===== config.mk =====
export PLATFORM = sky130hd
export DESIGN_NAME = java_comment_stripper
export DESIGN_NICKNAME = d
export VERILOG_FILES = /design/src/rtl/core/jcs_pkg.sv /design/src/rtl/core/jcs_front.sv /design/src/rtl/core/jcs_job_fifo.sv /design/src/rtl/core/jcs_back.sv /design/src/rtl/core/java_comment_stripper.sv
export SDC_FILE = /design/constraint.sdc
export NUM_CORES = 1
export LEC_CHECK = 0
export BUFFER_PORTS_ARGS = -buffer_cell sky130_fd_sc_hd__buf_4
export CAP_MARGIN = 25
export CORE_MARGIN = 2
export CORE_UTILIZATION = 30
export DETAILED_ROUTE_END_ITERATION = 12
export SETUP_SLACK_MARGIN = 0.2
export SYNTH_ARGS = -nofsm -noshare
export SYNTH_HDL_FRONTEND = slang
export SYNTH_SLANG_ARGS = --single-unit

===== constraint.sdc =====
create_clock -name clock -period 5.1 [get_ports clock]
set_clock_uncertainty 0.15 [all_clocks]
set_input_delay 0.51 -clock clock [delete_from_list [all_inputs] [get_ports clock]]
set_output_delay 0.51 -clock clock [all_outputs]
set_load 0.01 [all_outputs]

===== src/rtl/core/jcs_pkg.sv =====
// Shared types, character codes and scan modes for the Java comment stripper.
// Depends on nothing; every other file of the block imports it.
package jcs_pkg;

   localparam int UNIT_BITS = 16;

   localparam logic [UNIT_BITS-1:0] CH_SLASH  = UNIT_BITS'('h2F);
   localparam logic [UNIT_BITS-1:0] CH_STAR   = UNIT_BITS'('h2A);
   localparam logic [UNIT_BITS-1:0] CH_DQUOTE = UNIT_BITS'('h22);
   localparam logic [UNIT_BITS-1:0] CH_SQUOTE = UNIT_BITS'('h27);
   localparam logic [UNIT_BITS-1:0] CH_BSLASH = UNIT_BITS'('h5C);
   localparam logic [UNIT_BITS-1:0] CH_NL     = UNIT_BITS'('h0A);

   localparam logic [2:0] MODE_NORMAL = 3'd0;
   localparam logic [2:0] MODE_LINE   = 3'd1;
   localparam logic [2:0] MODE_BLOCK  = 3'd2;
   localparam logic [2:0] MODE_STRING = 3'd3;
   localparam logic [2:0] MODE_CHAR   = 3'd4;
   localparam logic [2:0] MODE_TEXT   = 3'd5;

   localparam int JOB_DEPTH = 4;
   localparam int RSP_DEPTH = 4;

   typedef struct packed {
      logic [UNIT_BITS-1:0] code_unit;
      logic                 last_unit;
   } req_type;

   typedef struct packed {
      logic [UNIT_BITS-1:0] out_unit;
      logic                 out_valid;
      logic                 out_last;
   } rsp_type;

   // Delimiter matches for one unit and its two lookahead units.
   typedef struct packed {
      logic c_slash;
      logic c_star;
      logic c_dquote;
      logic c_squote;
      logic c_bslash;
      logic c_nl;
      logic n1_slash;
      logic n1_star;
      logic n1_dquote;
      logic n2_dquote;
   } flags_type;

   typedef struct packed {
      logic [UNIT_BITS-1:0] unit;
      flags_type            flags;
      logic                 final_step;
      logic                 end_text;
   } job_type;

   function automatic flags_type classify(input logic [UNIT_BITS-1:0] c,
                                          input logic [UNIT_BITS-1:0] n1,
                                          input logic [UNIT_BITS-1:0] n2);
      flags_type f;
      f.c_slash   = (c == CH_SLASH);
      f.c_star    = (c == CH_STAR);
      f.c_dquote  = (c == CH_DQUOTE);
      f.c_squote  = (c == CH_SQUOTE);
      f.c_bslash  = (c == CH_BSLASH);
      f.c_nl      = (c == CH_NL);
      f.n1_slash  = (n1 == CH_SLASH);
      f.n1_star   = (n1 == CH_STAR);
      f.n1_dquote = (n1 == CH_DQUOTE);
      f.n2_dquote = (n2 == CH_DQUOTE);
      return f;
   endfunction

endpackage


===== src/rtl/core/jcs_front.sv =====
// Front end: lookahead window, end-of-text flush and delimiter classification.
// Depends on jcs_pkg; feeds decide jobs into jcs_job_fifo.
module jcs_front
   import jcs_pkg::*;
(
   input  logic    clock,
   input  logic    reset,
   input  logic    req_push,
   output logic    req_full,
   input  req_type req_data,
   output logic    job_push,
   output job_type job_word,
   input  logic    job_full
);

   logic [UNIT_BITS-1:0] w0_ff, w0_in;
   logic [UNIT_BITS-1:0] w1_ff, w1_in;
   logic [UNIT_BITS-1:0] w2_ff, w2_in;
   logic [1:0]           fill_ff, fill_in;
   logic [1:0]           flush_cnt_ff, flush_cnt_in;
   logic                 flushing_ff, flushing_in;
   logic                 accept;
   logic [UNIT_BITS-1:0] n1_masked;
   logic [UNIT_BITS-1:0] n2_masked;

   assign req_full = flushing_ff || job_full;
   assign accept   = req_push && !req_full;

   // Missing lookahead reads as zero during the flush.
   assign n1_masked = (flush_cnt_ff >= 2'd2) ? w1_ff : '0;
   assign n2_masked = (flush_cnt_ff == 2'd3) ? w2_ff : '0;

   always_comb begin
      w0_in        = w0_ff;
      w1_in        = w1_ff;
      w2_in        = w2_ff;
      fill_in      = fill_ff;
      flush_cnt_in = flush_cnt_ff;
      flushing_in  = flushing_ff;
      job_push     = 1'b0;
      job_word     = '0;
      if (flushing_ff) begin
         job_word.unit       = w0_ff;
         job_word.flags      = classify(w0_ff, n1_masked, n2_masked);
         job_word.final_step = 1'b1;
         job_word.end_text   = (flush_cnt_ff == 2'd1);
         if (!job_full) begin
            job_push     = 1'b1;
            w0_in        = w1_ff;
            w1_in        = w2_ff;
            flush_cnt_in = flush_cnt_ff - 2'd1;
            if (flush_cnt_ff == 2'd1) begin
               flushing_in = 1'b0;
            end
         end
      end else if (accept) begin
         if (req_data.last_unit) begin
            case (fill_ff)
               2'd0: w0_in = req_data.code_unit;
               2'd1: w1_in = req_data.code_unit;
               default: w2_in = req_data.code_unit;
            endcase
            flush_cnt_in = fill_ff + 2'd1;
            flushing_in  = 1'b1;
            fill_in      = 2'd0;
         end else if (fill_ff == 2'd2) begin
            job_push            = 1'b1;
            job_word.unit       = w0_ff;
            job_word.flags      = classify(w0_ff, w1_ff, req_data.code_unit);
            job_word.final_step = 1'b0;
            job_word.end_text   = 1'b0;
            w0_in               = w1_ff;
            w1_in               = req_data.code_unit;
         end else if (fill_ff == 2'd1) begin
            w1_in   = req_data.code_unit;
            fill_in = 2'd2;
         end else begin
            w0_in   = req_data.code_unit;
            fill_in = 2'd1;
         end
      end
   end

   always_ff @(posedge clock) begin
      w0_ff <= w0_in;
      w1_ff <= w1_in;
      w2_ff <= w2_in;
      if (reset) begin
         fill_ff      <= 2'd0;
         flush_cnt_ff <= 2'd0;
         flushing_ff  <= 1'b0;
      end else begin
         fill_ff      <= fill_in;
         flush_cnt_ff <= flush_cnt_in;
         flushing_ff  <= flushing_in;
      end
   end

endmodule


===== src/rtl/core/jcs_job_fifo.sv =====
// Short queue of decide jobs between front and back end.
// Depends on jcs_pkg for job_type and JOB_DEPTH.
module jcs_job_fifo
   import jcs_pkg::*;
(
   input  logic    clock,
   input  logic    reset,
   input  logic    push,
   input  job_type push_word,
   output logic    full,
   input  logic    pop,
   output job_type pop_word,
   output logic    empty
);

   localparam int PTR_BITS = $clog2(JOB_DEPTH);

   job_type               mem_ff [JOB_DEPTH];
   logic [PTR_BITS-1:0]   wr_ptr_ff, rd_ptr_ff;
   logic [PTR_BITS:0]     count_ff;
   logic                  do_push, do_pop;

   assign full     = (count_ff == (PTR_BITS+1)'(JOB_DEPTH));
   assign empty    = (count_ff == '0);
   assign do_push  = push && !full;
   assign do_pop   = pop && !empty;
   assign pop_word = mem_ff[rd_ptr_ff];

   always_ff @(posedge clock) begin
      if (do_push) begin
         mem_ff[wr_ptr_ff] <= push_word;
      end
      if (reset) begin
         wr_ptr_ff <= '0;
         rd_ptr_ff <= '0;
         count_ff  <= '0;
      end else begin
         if (do_push) wr_ptr_ff <= wr_ptr_ff + 1'b1;
         if (do_pop)  rd_ptr_ff <= rd_ptr_ff + 1'b1;
         count_ff <= count_ff + (PTR_BITS+1)'(do_push) - (PTR_BITS+1)'(do_pop);
      end
   end

endmodule


===== src/rtl/core/jcs_back.sv =====
// Back end: scan-mode sequencer that decides each job and emits kept units,
// plus the result queue. Depends on jcs_pkg.
module jcs_back
   import jcs_pkg::*;
(
   input  logic    clock,
   input  logic    reset,
   input  logic    job_empty,
   input  job_type job_word,
   output logic    job_pop,
   output logic    rsp_empty,
   input  logic    rsp_pop,
   output rsp_type rsp_data
);

   localparam int PTR_BITS = $clog2(RSP_DEPTH);

   // Scan state
   logic [2:0]           mode_ff, mode_in;
   logic [1:0]           skip_ff, skip_in;
   logic                 esc_ff, esc_in;
   // Emit sequencer
   logic [1:0]           rem_ff, rem_in;
   logic [UNIT_BITS-1:0] cur_unit_ff, cur_unit_in;
   logic                 cur_final_ff, cur_final_in;
   logic                 end_pend_ff, end_pend_in;
   logic [UNIT_BITS-1:0] held_ff, held_in;
   logic                 held_valid_ff, held_valid_in;
   // Decide outcome for the job at the queue head
   logic [2:0]           d_mode;
   logic [1:0]           d_skip;
   logic                 d_esc;
   logic [1:0]           d_emits;
   flags_type            f;
   // Result queue
   rsp_type              oq_ff [RSP_DEPTH];
   logic [PTR_BITS-1:0]  oq_wr_ff, oq_rd_ff;
   logic [PTR_BITS:0]    oq_cnt_ff;
   logic                 oq_full, oq_push, oq_pop;
   rsp_type              oq_word;
   logic                 emit;
   logic [UNIT_BITS-1:0] emit_unit;
   logic                 emit_final;

   assign f = job_word.flags;

   always_comb begin
      d_mode  = mode_ff;
      d_skip  = skip_ff;
      d_esc   = esc_ff;
      d_emits = 2'd0;
      if (skip_ff != 2'd0) begin
         d_skip = skip_ff - 2'd1;
      end else if (esc_ff) begin
         d_esc   = 1'b0;
         d_emits = 2'd1;
      end else begin
         unique case (mode_ff) inside
            MODE_LINE: begin
               if (f.c_nl) begin
                  d_mode  = MODE_NORMAL;
                  d_emits = 2'd1;
               end
            end
            MODE_BLOCK: begin
               if (f.c_star && f.n1_slash) begin
                  d_mode = MODE_NORMAL;
                  d_skip = 2'd1;
               end else if (f.c_nl) begin
                  d_emits = 2'd1;
               end
            end
            MODE_TEXT: begin
               d_emits = 2'd1;
               if (f.c_dquote && f.n1_dquote && f.n2_dquote) begin
                  d_mode  = MODE_NORMAL;
                  d_emits = 2'd3;
                  d_skip  = 2'd2;
               end
            end
            MODE_STRING, MODE_CHAR: begin
               d_emits = 2'd1;
               if (f.c_bslash) begin
                  d_esc = 1'b1;
               end else if ((mode_ff == MODE_STRING) ? f.c_dquote : f.c_squote) begin
                  d_mode = MODE_NORMAL;
               end
            end
            default: begin
               if (f.c_slash && f.n1_slash) begin
                  d_mode = MODE_LINE;
                  d_skip = 2'd1;
               end else if (f.c_slash && f.n1_star) begin
                  d_mode = MODE_BLOCK;
                  d_skip = 2'd1;
               end else if (f.c_dquote && f.n1_dquote && f.n2_dquote) begin
                  d_mode = MODE_TEXT;
                  d_skip = 2'd2;
               end else begin
                  if (f.c_dquote)      d_mode = MODE_STRING;
                  else if (f.c_squote) d_mode = MODE_CHAR;
                  d_emits = 2'd1;
               end
            end
         endcase
      end
   end

   always_comb begin
      mode_in       = mode_ff;
      skip_in       = skip_ff;
      esc_in        = esc_ff;
      rem_in        = rem_ff;
      cur_unit_in   = cur_unit_ff;
      cur_final_in  = cur_final_ff;
      end_pend_in   = end_pend_ff;
      held_in       = held_ff;
      held_valid_in = held_valid_ff;
      job_pop       = 1'b0;
      emit          = 1'b0;
      emit_unit     = cur_unit_ff;
      emit_final    = cur_final_ff;
      oq_push       = 1'b0;
      oq_word       = '0;
      if (!oq_full) begin
         if (rem_ff != 2'd0) begin
            emit   = 1'b1;
            rem_in = rem_ff - 2'd1;
         end else if (end_pend_ff) begin
            // Close the text: tag the held unit, or send a bare end marker.
            oq_push           = 1'b1;
            oq_word.out_unit  = held_valid_ff ? held_ff : '0;
            oq_word.out_valid = held_valid_ff;
            oq_word.out_last  = 1'b1;
            held_valid_in     = 1'b0;
            end_pend_in       = 1'b0;
            cur_final_in      = 1'b0;
            mode_in           = MODE_NORMAL;
            skip_in           = 2'd0;
            esc_in            = 1'b0;
         end else if (!job_empty) begin
            job_pop      = 1'b1;
            mode_in      = d_mode;
            skip_in      = d_skip;
            esc_in       = d_esc;
            cur_unit_in  = job_word.unit;
            cur_final_in = job_word.final_step;
            end_pend_in  = job_word.end_text;
            emit_unit    = job_word.unit;
            emit_final   = job_word.final_step;
            if (d_emits != 2'd0) begin
               emit   = 1'b1;
               rem_in = d_emits - 2'd1;
            end
         end
      end
      if (emit) begin
         // In the final step hold one unit back so the last one can be tagged.
         if (emit_final) begin
            held_in       = emit_unit;
            held_valid_in = 1'b1;
            if (held_valid_ff) begin
               oq_push           = 1'b1;
               oq_word.out_unit  = held_ff;
               oq_word.out_valid = 1'b1;
            end
         end else begin
            oq_push           = 1'b1;
            oq_word.out_unit  = emit_unit;
            oq_word.out_valid = 1'b1;
         end
      end
   end

   assign oq_full   = (oq_cnt_ff == (PTR_BITS+1)'(RSP_DEPTH));
   assign rsp_empty = (oq_cnt_ff == '0);
   assign oq_pop    = rsp_pop && !rsp_empty;
   assign rsp_data  = oq_ff[oq_rd_ff];

   always_ff @(posedge clock) begin
      cur_unit_ff <= cur_unit_in;
      held_ff     <= held_in;
      if (oq_push) begin
         oq_ff[oq_wr_ff] <= oq_word;
      end
      if (reset) begin
         mode_ff       <= MODE_NORMAL;
         skip_ff       <= 2'd0;
         esc_ff        <= 1'b0;
         rem_ff        <= 2'd0;
         cur_final_ff  <= 1'b0;
         end_pend_ff   <= 1'b0;
         held_valid_ff <= 1'b0;
         oq_wr_ff      <= '0;
         oq_rd_ff      <= '0;
         oq_cnt_ff     <= '0;
      end else begin
         mode_ff       <= mode_in;
         skip_ff       <= skip_in;
         esc_ff        <= esc_in;
         rem_ff        <= rem_in;
         cur_final_ff  <= cur_final_in;
         end_pend_ff   <= end_pend_in;
         held_valid_ff <= held_valid_in;
         if (oq_push) oq_wr_ff <= oq_wr_ff + 1'b1;
         if (oq_pop)  oq_rd_ff <= oq_rd_ff + 1'b1;
         oq_cnt_ff <= oq_cnt_ff + (PTR_BITS+1)'(oq_push) - (PTR_BITS+1)'(oq_pop);
      end
   end

   // A bare end marker always closes a text.
   a_marker_is_last: assert property (@(posedge clock) disable iff (reset)
      (oq_push && !oq_word.out_valid) |-> oq_word.out_last)
      else $error("end marker pushed without last tag");

   // A unit is held back only while a final step is in progress.
   a_held_in_final: assert property (@(posedge clock) disable iff (reset)
      held_valid_ff |-> cur_final_ff)
      else $error("unit held outside the final step");

   // Repeat emits come only from a text-block close, which leaves a skip of two.
   a_rem_after_close: assert property (@(posedge clock) disable iff (reset)
      (rem_ff == 2'd2) |-> (skip_ff == 2'd2 && mode_ff == MODE_NORMAL))
      else $error("repeat emits without a text-block close");

   // No new job is taken while the end of a text is still pending.
   a_no_pop_at_end: assert property (@(posedge clock) disable iff (reset)
      end_pend_ff |-> !job_pop)
      else $error("job taken while end of text pending");

endmodule


===== src/rtl/core/java_comment_stripper.sv =====
// Channel   | Ports                          | Word
// ----------+--------------------------------+---------------------------------
// request   | req_push, req_full, req_data   | req_type: code_unit, last_unit
// response  | rsp_pop, rsp_empty, rsp_data   | rsp_type: out_unit, out_valid, out_last
//
// One request word is taken per cycle while req_full is low; a unit is decided
// two words later, when its lookahead window is complete.
// A word with last_unit set makes the front flush the window (one decide job
// per buffered unit); the front takes no word then.
// A text-block close emits three words; every other decide emits at most one,
// so the back end takes one job/cycle while no emits or end marker are pending
// and the result queue has room. Reset is synchronous and active high.
// Each side stalls on its own: the job queue and result queue (4 words each)
// absorb stalls on rsp_pop without blocking req_push until they fill.
//
// Depends on jcs_pkg, jcs_front, jcs_job_fifo and jcs_back.
module java_comment_stripper
   import jcs_pkg::*;
(
   input  logic    clock,
   input  logic    reset,
   input  logic    req_push,
   output logic    req_full,
   input  req_type req_data,
   output logic    rsp_empty,
   input  logic    rsp_pop,
   output rsp_type rsp_data
);

   logic    job_push;
   job_type job_in_word;
   logic    job_full;
   logic    job_pop;
   job_type job_out_word;
   logic    job_empty;

   // Front: hold the two-unit window, classify delimiters, flush at end of text.
   jcs_front u_front (
      .clock    (clock),
      .reset    (reset),
      .req_push (req_push),
      .req_full (req_full),
      .req_data (req_data),
      .job_push (job_push),
      .job_word (job_in_word),
      .job_full (job_full)
   );

   // Queue: decouple window handling from the emit sequencer.
   jcs_job_fifo u_job_fifo (
      .clock     (clock),
      .reset     (reset),
      .push      (job_push),
      .push_word (job_in_word),
      .full      (job_full),
      .pop       (job_pop),
      .pop_word  (job_out_word),
      .empty     (job_empty)
   );

   // Back: advance the scan mode, drop comment text, emit kept units.
   jcs_back u_back (
      .clock     (clock),
      .reset     (reset),
      .job_empty (job_empty),
      .job_word  (job_out_word),
      .job_pop   (job_pop),
      .rsp_empty (rsp_empty),
      .rsp_pop   (rsp_pop),
      .rsp_data  (rsp_data)
   );

endmodule


==> metrics.md, run 1 <==
| Metric | Value |
|---|---|
| Outcome | `finished, final reports clean` |
| Peak VDD IR | `roughly 0.27 mV` |
| Largest net degree at the start of global routing | `between 50 and 60` |
| Net Sw Frac | `just over 30%` |
| Clock root cell | `clkbuf_16` |
| Rel. slew slack | `a little under a third` |
| Chip Width | `roughly 210 um` |
| Max Fclk | `between 200 and 300 MHz` |
| # IOs | `41` |
| GR Util met3 | `~2.0%` |
| Stages on worst setup path | `12` |
| Detailed placer's ending HPWL | `~16000 um` |
| Max H-tree Level | `1` |
| Worst hold-check path type | `in2reg` |
| Largest family of logic cells by synthesized area | `multiplexers` |
| Via density | `4.67` |
| CTS tree | `done` |
| CTS Sinks | `just under 300` |
| Fin. Hold Viols | `0` |
| RSZ-0062 raised after global routing | `false` |
| Initial antenna violation count | `0` |
| Num rows | `75` |
| Clock latency on the worst-skew pair | `0.54 ns` |
| Syn Nets | `approximately 840` |
| Post-CTS Hold Buffers | `8` |
| Final nets | `between 800 and 900` |
| Max clock buf depth | `3` |
| Flop pwr share | `about 45%` |
| Area share of xor/xnor cells in the synthesized design | `less than 1%` |
| Critical-path cell list | `buf_4, mux4_1, nand2_1, nand4_2, a31oi_1, a311o_2, ha_1, inv_1, fa_1, xor2_1, xnor2_1, nor2_1` |
| Synth Area in Adders | `2.09%` |
| PostCTS Resize Cnt | `0` |
| Routability cong. | `around 0.76` |
| Compound-Gate Fraction of Synth Area | `around 4.7%` |
| Final Max Slew Viols | `0` |
| Busiest grt layer | `met2` |
| Crit path max-delay family | `flip-flops` |
| Routed wire per std cell | `between 15 and 20 um` |
| Int Pwr | `around 5.5 mW` |
| Most used flip-flop cell after synthesis | `edfxtp_1` |
| Clock-pin slew on the worst setup and hold paths | `about 0.06 ns` |
| Max Cap Viol | `0` |
| Leakage Power | `a little under 5 nW` |
| Avg Inst Size Synth | `15.8 um^2` |
| Setup crit start kind | `flop` |
| Netlist cell types | `71` |
| PortBufs | `40` |
| Crit. End Element | `flop` |
| #FFs+latches synth | `roughly 300` |
| Sequential area share after synthesis | `around 67%` |
| GRT Total Usage | `a little over a tenth` |
| Post-Synth Simple-Gate Area | `about a tenth` |
| Worst slew pin tran | `1.02 ns` |
| Die H | `around 210 um` |
| Area occupied by multi-input gates | `slightly below 4000 um^2` |
| Slowest-stage cell, CP | `dfxtp_1` |
| Post-route setup TNS | `0 ns` |
| Drt total wl | `~24000 um` |
| GR Util met1 | `about 15%` |
| DRT Pass-1 Iters | `5` |
| Part of the power in the clock network | `between 20% and 30%` |
| Final setup viols | `0` |
| DP Worst Slack | `between 1 and 1.5 ns` |
| Antenna fix cells | `0` |
| Final worst setup slack | `1.47 ns` |
| Die area | `43900 um^2` |
| Drt first-iter violations | `about 340` |
| EDFF count, synth | `about 250` |
| Max stage delay on crit path | `0.90 ns` |
| Synthesis-to-layout area growth | `14.7%` |
| Antenna viol nets, final | `0` |
| Buf/Inv on CP | `2` |
| CTS Buf Count | `29` |
| Synthesized area | `12700 um^2` |
| Crit path DAT | `slightly below 4 ns` |
| Tmin final | `between 3 and 4 ns` |
| Register Area | `about 8400 um^2` |
| Via count | `6628` |
| Core Box Area | `between 40000 and 50000 um^2` |
| Worst path required time | `5.37 ns` |
| Asr flop ratio synth | `0%` |
| Vias in the first global route | `6731` |
| DRC Markers | `0` |
| Grt met2 use | `between 15 and 20%` |
| Sw power | `~2.4 mW` |
| CP Max Fanout | `20` |
| Kind of critical path | `reg2reg` |
| Post-CTS Setup Inserts | `0` |
| Mux cell area share after synthesis | `about 14%` |
| Filler instances | `about 4000` |
| Worst reg-to-reg path cell count | `12` |
| Grt ovf | `0` |
| Starting Density | `around 30%` |
| Hold depth | `1` |
| Pwr dens | `548 nW/um^2` |
| Tcrit/Tclk final | `between 70% and 80%` |
| Comb pwr share | `~30%` |
| First-pass GRT wire length | `37700 um` |
| Syn Inst Count | `about 800` |
| Synth warn | `0` |
| Share of layout cells above drive strength 1 | `about 23%` |
==> final cells by class <==
cell class,instances,area share (%)
clock buffers,39,5.45
flip-flops and latches,298,58.1
repair buffers,61,3.31
well taps,539,4.64
multi-input cells,447,27.3
clock inverters,14,0.654
inverters,20,0.516
==> worst paths after layout <==
| check | end | slack (ns) | start |
|---|---|---|---|
| hold reg to reg | u_back.rem_ff[0]$_SDFFE_PP0P_ | 0.34 | u_back.rem_ff[1]$_SDFFE_PP0P_ |
| hold / removal | u_front.w2_ff[10]$_DFFE_PP_ | 0.03 | req_data[11] |
| setup / recovery | u_back.oq_cnt_ff[2]$_SDFF_PP0_ | 1.47 | flop |
| setup reg to reg | u_back.oq_cnt_ff[2]$_SDFF_PP0_ | 1.47 | flop |
==> power by group through the flow <==
stage	Combinational (mW)	Sequential [mW]	Clock, mW
6_report	2.38	3.58	2.01
5_1_grt	2.64	3.64	2.16
4_1_cts	2.43	3.59	2.06
3_5_place_dp	2.40	3.64	0
3_3_place_gp	2.37	3.62	0
2_1_floorplan	1.84	3.48	0
==> Yosys cell counts, drive strengths merged (2+ instances only) <==
library cell | count | area share (%)
xnor2 | 5 | 0.35
nand4bb | 2 | 0.18
xor2 | 5 | 0.35
ha | 18 | 1.8
nor2 | 44 | 1.3
or3 | 4 | 0.20
a211oi | 4 | 0.24
and3 | 4 | 0.20
inv | 19 | 0.56
a21boi | 2 | 0.12
o21ai | 27 | 1.1
fa | 2 | 0.32
a21oi | 19 | 0.75
a22oi | 3 | 0.18
nor4b | 6 | 0.41
and4b | 2 | 0.18
mux4 | 44 | 8.0
a31oi | 3 | 0.20
mux2i | 37 | 2.9
nand4 | 9 | 0.49
or2 | 3 | 0.15
nand3 | 5 | 0.24
and2 | 25 | 1.3
nor3b | 4 | 0.36
dfxtp | 50 | 7.9
nor3 | 13 | 0.55
nor2b | 25 | 1.2
nor4 | 11 | 0.66
mux2 | 38 | 3.4
buf | 19 | 1.1
nand2 | 46 | 1.4
or4b | 2 | 0.16
o2bb2ai | 16 | 1.1
nand2b | 3 | 0.15
clkbuf | 17 | 0.50
edfxtp | 248 | 59
==> flip-flops by register name, summed over array words and instances (netlist names), 2 cells and up, named ones only <==
name	count
u_job_fifo.mem_ff	112
u_back.rem_ff	2
u_front.w2_ff	16
u_job_fifo.wr_ptr_ff	2
u_back.oq_wr_ff	2
u_job_fifo.rd_ptr_ff	2
u_back.oq_rd_ff	2
u_back.cur_unit_ff	16
u_back.held_ff	16
u_back.mode_ff	3
u_job_fifo.count_ff	3
u_back.oq_cnt_ff	3
u_back.skip_ff	2
u_front.fill_ff	2
u_back.oq_ff	72
u_front.w0_ff	16
u_front.w1_ff	16
u_front.flush_cnt_ff	2
==> through the flow <==
stage	util (%)	instances	cell area (um^2)	hold WS [ns]	total power, mW
after floorplan	-	801	12700	0.291	5.32
after global placement	32.4	1355	13600	0.298	6.00
after detailed placement	32.4	1357	13600	0.325	6.04
after CTS	34.8	1418	14500	0.00111	8.08
after global routing	34.8	1418	14500	0.00288	8.44
final	34.8	1418	14500	0.0301	7.97
==> placed cells by master, fill, tap and decap left out, types with 3 or more instances in the layout <==
cell type,Yosys,layout
clkbuf_16,0,29
clkinv_1,1,7
nor2b_1,25,25
nand3_1,4,4
clkbuf_1,17,7
and2_2,4,8
buf_4,5,52
nor4b_1,6,6
edfxtp_1,248,248
nor4_1,10,10
nor3_1,12,10
and2_1,21,17
ha_1,18,18
mux2i_1,37,36
nor2_1,44,44
a22oi_1,3,3
clkbuf_8,0,3
nand2_1,45,45
a21oi_1,19,19
nand4_1,8,8
dlygate4sd3_1,0,8
o2bb2ai_1,16,16
mux4_1,6,6
clkinv_2,0,5
and3_1,4,4
mux4_2,38,38
or3_1,4,4
xor2_1,5,5
xnor2_1,5,5
nand2b_1,3,3
o21ai_0,26,26
dfxtp_1,50,49
nor3_2,1,3
a211oi_1,4,4
mux2_2,37,37
inv_1,19,19
==> kinds of logic after synthesis <==
family | Yosys count
adders and majority gates | 20
buffers and inverters | 56
and+or+nand+nor | 212
DFF | 298
muxes | 119
AOI/OAI and AO/OA | 86
xor gates and xnor gates | 10
==> metal layers <==
layer	vias to the layer above	part of all wire, %	routed length, um
met5	-	0	0
met4	0	2.1	495
met3	35	3.6	863
met2	112	45	10600
met1	3274	50	11700
li1	3207	-	-
No activity file was read; power rests on OpenSTA's default activity.
==> run 2: changes to the inputs <==
- clock period: 5.1 -> 3.5 ns (I/O delays scaled with it)
==> run 2 against run 1 <==
Net effect:
- fmax rose by 18%
- global-route usage decreased by 0.15 points
- worst hold slack improved by 0.0031 ns
- critical path type unchanged
- largest cell class unchanged
- largest power group unchanged
- highest routed layer unchanged
==> metrics.md, run 2 (synthesis gave the netlist of run 1 again) <==
| Metric | Value |
|---|---|
| Pwr dens | `798 nW/um^2 (+46%)` |
| CTS Buf Count | `29 (unchanged)` |
| Leakage Power | `5.09 nW (+3.5%)` |
| Kind of critical path | `reg2reg` |
| Comb pwr share | `30.4% (+0.5 points)` |
| Biggest register | `u_job_fifo.mem_ff` |
| Filler instances | `4007 (-0.15%)` |
| Tcrit/Tclk final | `87.8% (+17 points)` |
| Drt first-iter violations | `405 (+21%)` |
| Outcome | `finished, final reports clean` |
| First-pass GRT wire length | `37300 um (-1.1%)` |
| Initial antenna violation count | `0 (unchanged)` |
| Crit path max-delay family | `compound AO/OA/AOI/OAI gates` |
| Commonest non-fill, non-tap cell in the layout | `edfxtp_1` |
| Num rows | `75 (unchanged)` |
| Worst R2R Setup Slack | `0.43 ns (-1.04 ns)` |
| Max clock buf depth | `3 (unchanged)` |
| Final nets | `930 (+3.6%)` |
| CP Max Fanout | `16 (-20%)` |
| Max Cap Viol | `0 (unchanged)` |
| Stages on worst setup path | `11 (-1)` |
| Critical-path cell list | `mux4_1, o21ai_2, nand3_2, a31oi_1, a311o_2, ha_1, inv_1, fa_1, xor2_1, xnor2_1, nor2_1` |
| Worst slew pin tran | `0.914 ns (-0.104 ns)` |
| Part of the power in the clock network | `25.8% (+0.6 points)` |
| Setup crit start kind | `flop` |
| CTS tree | `done` |
| Net Sw Frac | `30.1% (-0.51 points)` |
| Clock-pin slew on the worst setup and hold paths | `0.06 ns (about the same)` |
| Final setup viols | `0 (unchanged)` |
| Max FFs per register | `112 (unchanged)` |
| Most frequent cells in the layout | `248 x edfxtp_1, 74 x buf_4, 48 x dfxtp_1` |
| GR Util met1 | `15.1% (-0.37 points)` |
| Design Area, Final | `14900 um^2 (+2.2%)` |
| Worst reg-to-reg path cell count | `11 (-1)` |
| Routed wire per std cell | `16.1 um (-3.9%)` |
| Grt ovf | `0 (unchanged)` |
| Largest net degree at the start of global routing | `38 (-25%)` |
| Rel. slew slack | `39.0% (+7.5 points)` |
| Antenna fix cells | `0 (unchanged)` |
| Buf/Inv on CP | `1 (-1)` |
| Detailed placer's ending HPWL | `15600 um (-0.85%)` |
| Overall power | `11.9 mW (+49%)` |
| Slowest-stage cell, CP | `mux4_1` |
| Final worst setup slack | `0.426 ns (-1.04 ns)` |
| Vias in the first global route | `6857 (+1.9%)` |
| Int Pwr | `8.29 mW (+50%)` |
| Crit. End Element | `flop` |
| GRT Total Usage | `10.7% (-0.15 points)` |
| Placed cell areas | `13700 um^2 (+0.85%)` |
| Via density | `4.63 (-0.84%)` |
| Worst path required time | `3.77 ns (-1.60 ns)` |
| Antenna viol nets, final | `0 (unchanged)` |
| Sw power | `3.57 mW (+46%)` |
| Routability cong. | `0.754 (-1.2%)` |
| CTS Sinks | `298 (unchanged)` |
| DP Worst Slack | `0.189 ns (-1.31 ns)` |
| Peak VDD IR | `0.406 mV (+50%)` |
| Fin. Hold Viols | `0 (unchanged)` |
| Largest registers | `u_job_fifo.mem_ff x112, u_back.oq_ff x72` |
| Register Area | `8450 um^2 (about the same)` |
| Max stage delay on crit path | `0.63 ns (-0.27 ns)` |
| Clock latency on the worst-skew pair | `0.55 ns (about the same)` |
| Crit path to | `u_back.oq_cnt_ff[2]$_SDFF_PP0_` |
| Starting Density | `30.3% (unchanged)` |
| Drt total wl | `23300 um (-1.6%)` |
| Chip Width | `210 um (unchanged)` |
| Area occupied by multi-input gates | `3970 um^2 (-0.13%)` |
| Worst hold-check path type | `in2reg` |
| Busiest grt layer | `met2` |
| Flop pwr share | `43.8% (-1.2 points)` |
| # IOs | `41 (unchanged)` |
| Share of layout cells above drive strength 1 | `24.6% (+1.8 points)` |
| GR Util met3 | `1.90% (-0.12 points)` |
| Final Max Slew Viols | `0 (unchanged)` |
| Max Fclk | `325 MHz (+18%)` |
| RR Endpoint | `u_back.oq_cnt_ff[2]$_SDFF_PP0_` |
| Crit path DAT | `3.35 ns (-0.56 ns)` |
| PortBufs | `40 (unchanged)` |
| Tmin final | `3.07 ns (-0.558 ns)` |
| RSZ-0062 raised after global routing | `false` |
| Grt met2 use | `17.3% (+0.15 points)` |
| Die area | `43900 um^2 (unchanged)` |
| Die H | `210 um (unchanged)` |
| Max H-tree Level | `1 (unchanged)` |
| DRC Markers | `0 (unchanged)` |
| DRT Pass-1 Iters | `5 (unchanged)` |
| Clock root cell | `clkbuf_16` |
| Via count | `6725 (+1.5%)` |
| Core Box Area | `41900 um^2 (unchanged)` |
| Synthesis-to-layout area growth | `17.2%` |
| Post-route setup TNS | `0 ns (unchanged)` |
-- run 2: cell types whose count changed in the layout (fill, tap and decap cells not counted), moves of 2 or more --
cell           before  now
and2_1             17   21
and2_2              8    4
buf_4              52   74
clkinv_1            7    3
clkinvlp_4          0    3
dlygate4sd3_1       8   18
inv_6               0    2
-- run 2: worst register-to-register path, stage by stage, from the launching register on --
cell     delay, ns
dfxtp_4       0.45
mux4_1        0.63
o21ai_2       0.21
nand3_2       0.11
a31oi_1       0.21
a311o_2       0.23
ha_1          0.14
inv_1         0.05
fa_1          0.39
xor2_1        0.18
xnor2_1       0.14
nor2_1        0.05
-- run 2: worst min-delay path by stage --
stage,from,to,slack (ns),cells past startpoint
2_1_floorplan,u_back.rem_ff[1]$_SDFFE_PP0P_,u_back.rem_ff[0]$_SDFFE_PP0P_,0.29,2
3_3_place_gp,u_back.rem_ff[1]$_SDFFE_PP0P_,u_back.rem_ff[0]$_SDFFE_PP0P_,0.30,2
3_5_place_dp,u_back.rem_ff[0]$_SDFFE_PP0P_,u_back.rem_ff[0]$_SDFFE_PP0P_,0.32,2
4_1_cts,reset,u_back.oq_cnt_ff[1]$_SDFF_PP0_,0.01,2
5_1_grt,reset,flop,0.04,2
6_report,reset,u_back.oq_cnt_ff[1]$_SDFF_PP0_,0.03,2
-- run 2: stage by stage --
step / hold WS, ns / util [%] / std cells
after floorplan: 0.291 / - / 801
after global placement: 0.296 / 32.7 / 1372
after detailed placement: 0.322 / 32.7 / 1373
after CTS: 0.0123 / 35.4 / 1445
after global routing: 0.0429 / 35.5 / 1451
final: 0.0332 / 35.5 / 1451
-- run 2: metal layers --
layer  vias up  wire (um)
li1       3277          -
met1      3313      11300
met2       104      10800
met3        31        822
met4         0        424
met5         -          0
-- run 2: layout make-up --
type,count,share of cell area (%)
Clock buffer,40,5.43
Clock inverter,14,0.917
Inverter,20,0.505
Multi-Input combinational cell,447,26.7
Sequential cell,298,56.9
Tap cell,539,4.54
Timing Repair Buffer,93,5.02
-- run 2: what timing repair did --
action,CTS,global route
hold buffers,18,0
setup buffers,0,6
resized for setup,1,1
endpoints found under the setup margin,1,1
endpoints found under the hold margin,35,0
pin swaps,0,2
-- run 2: power by group through the flow --
stage          registers (mW)  logic [mW]  clock network (mW)
2_1_floorplan            5.07        2.68                   0
4_1_cts                  5.21        3.62                3.16
6_report                 5.19        3.60                3.06
3_3_place_gp             5.26        3.52                   0
3_5_place_dp             5.28        3.58                   0
5_1_grt                  5.29        3.98                3.29
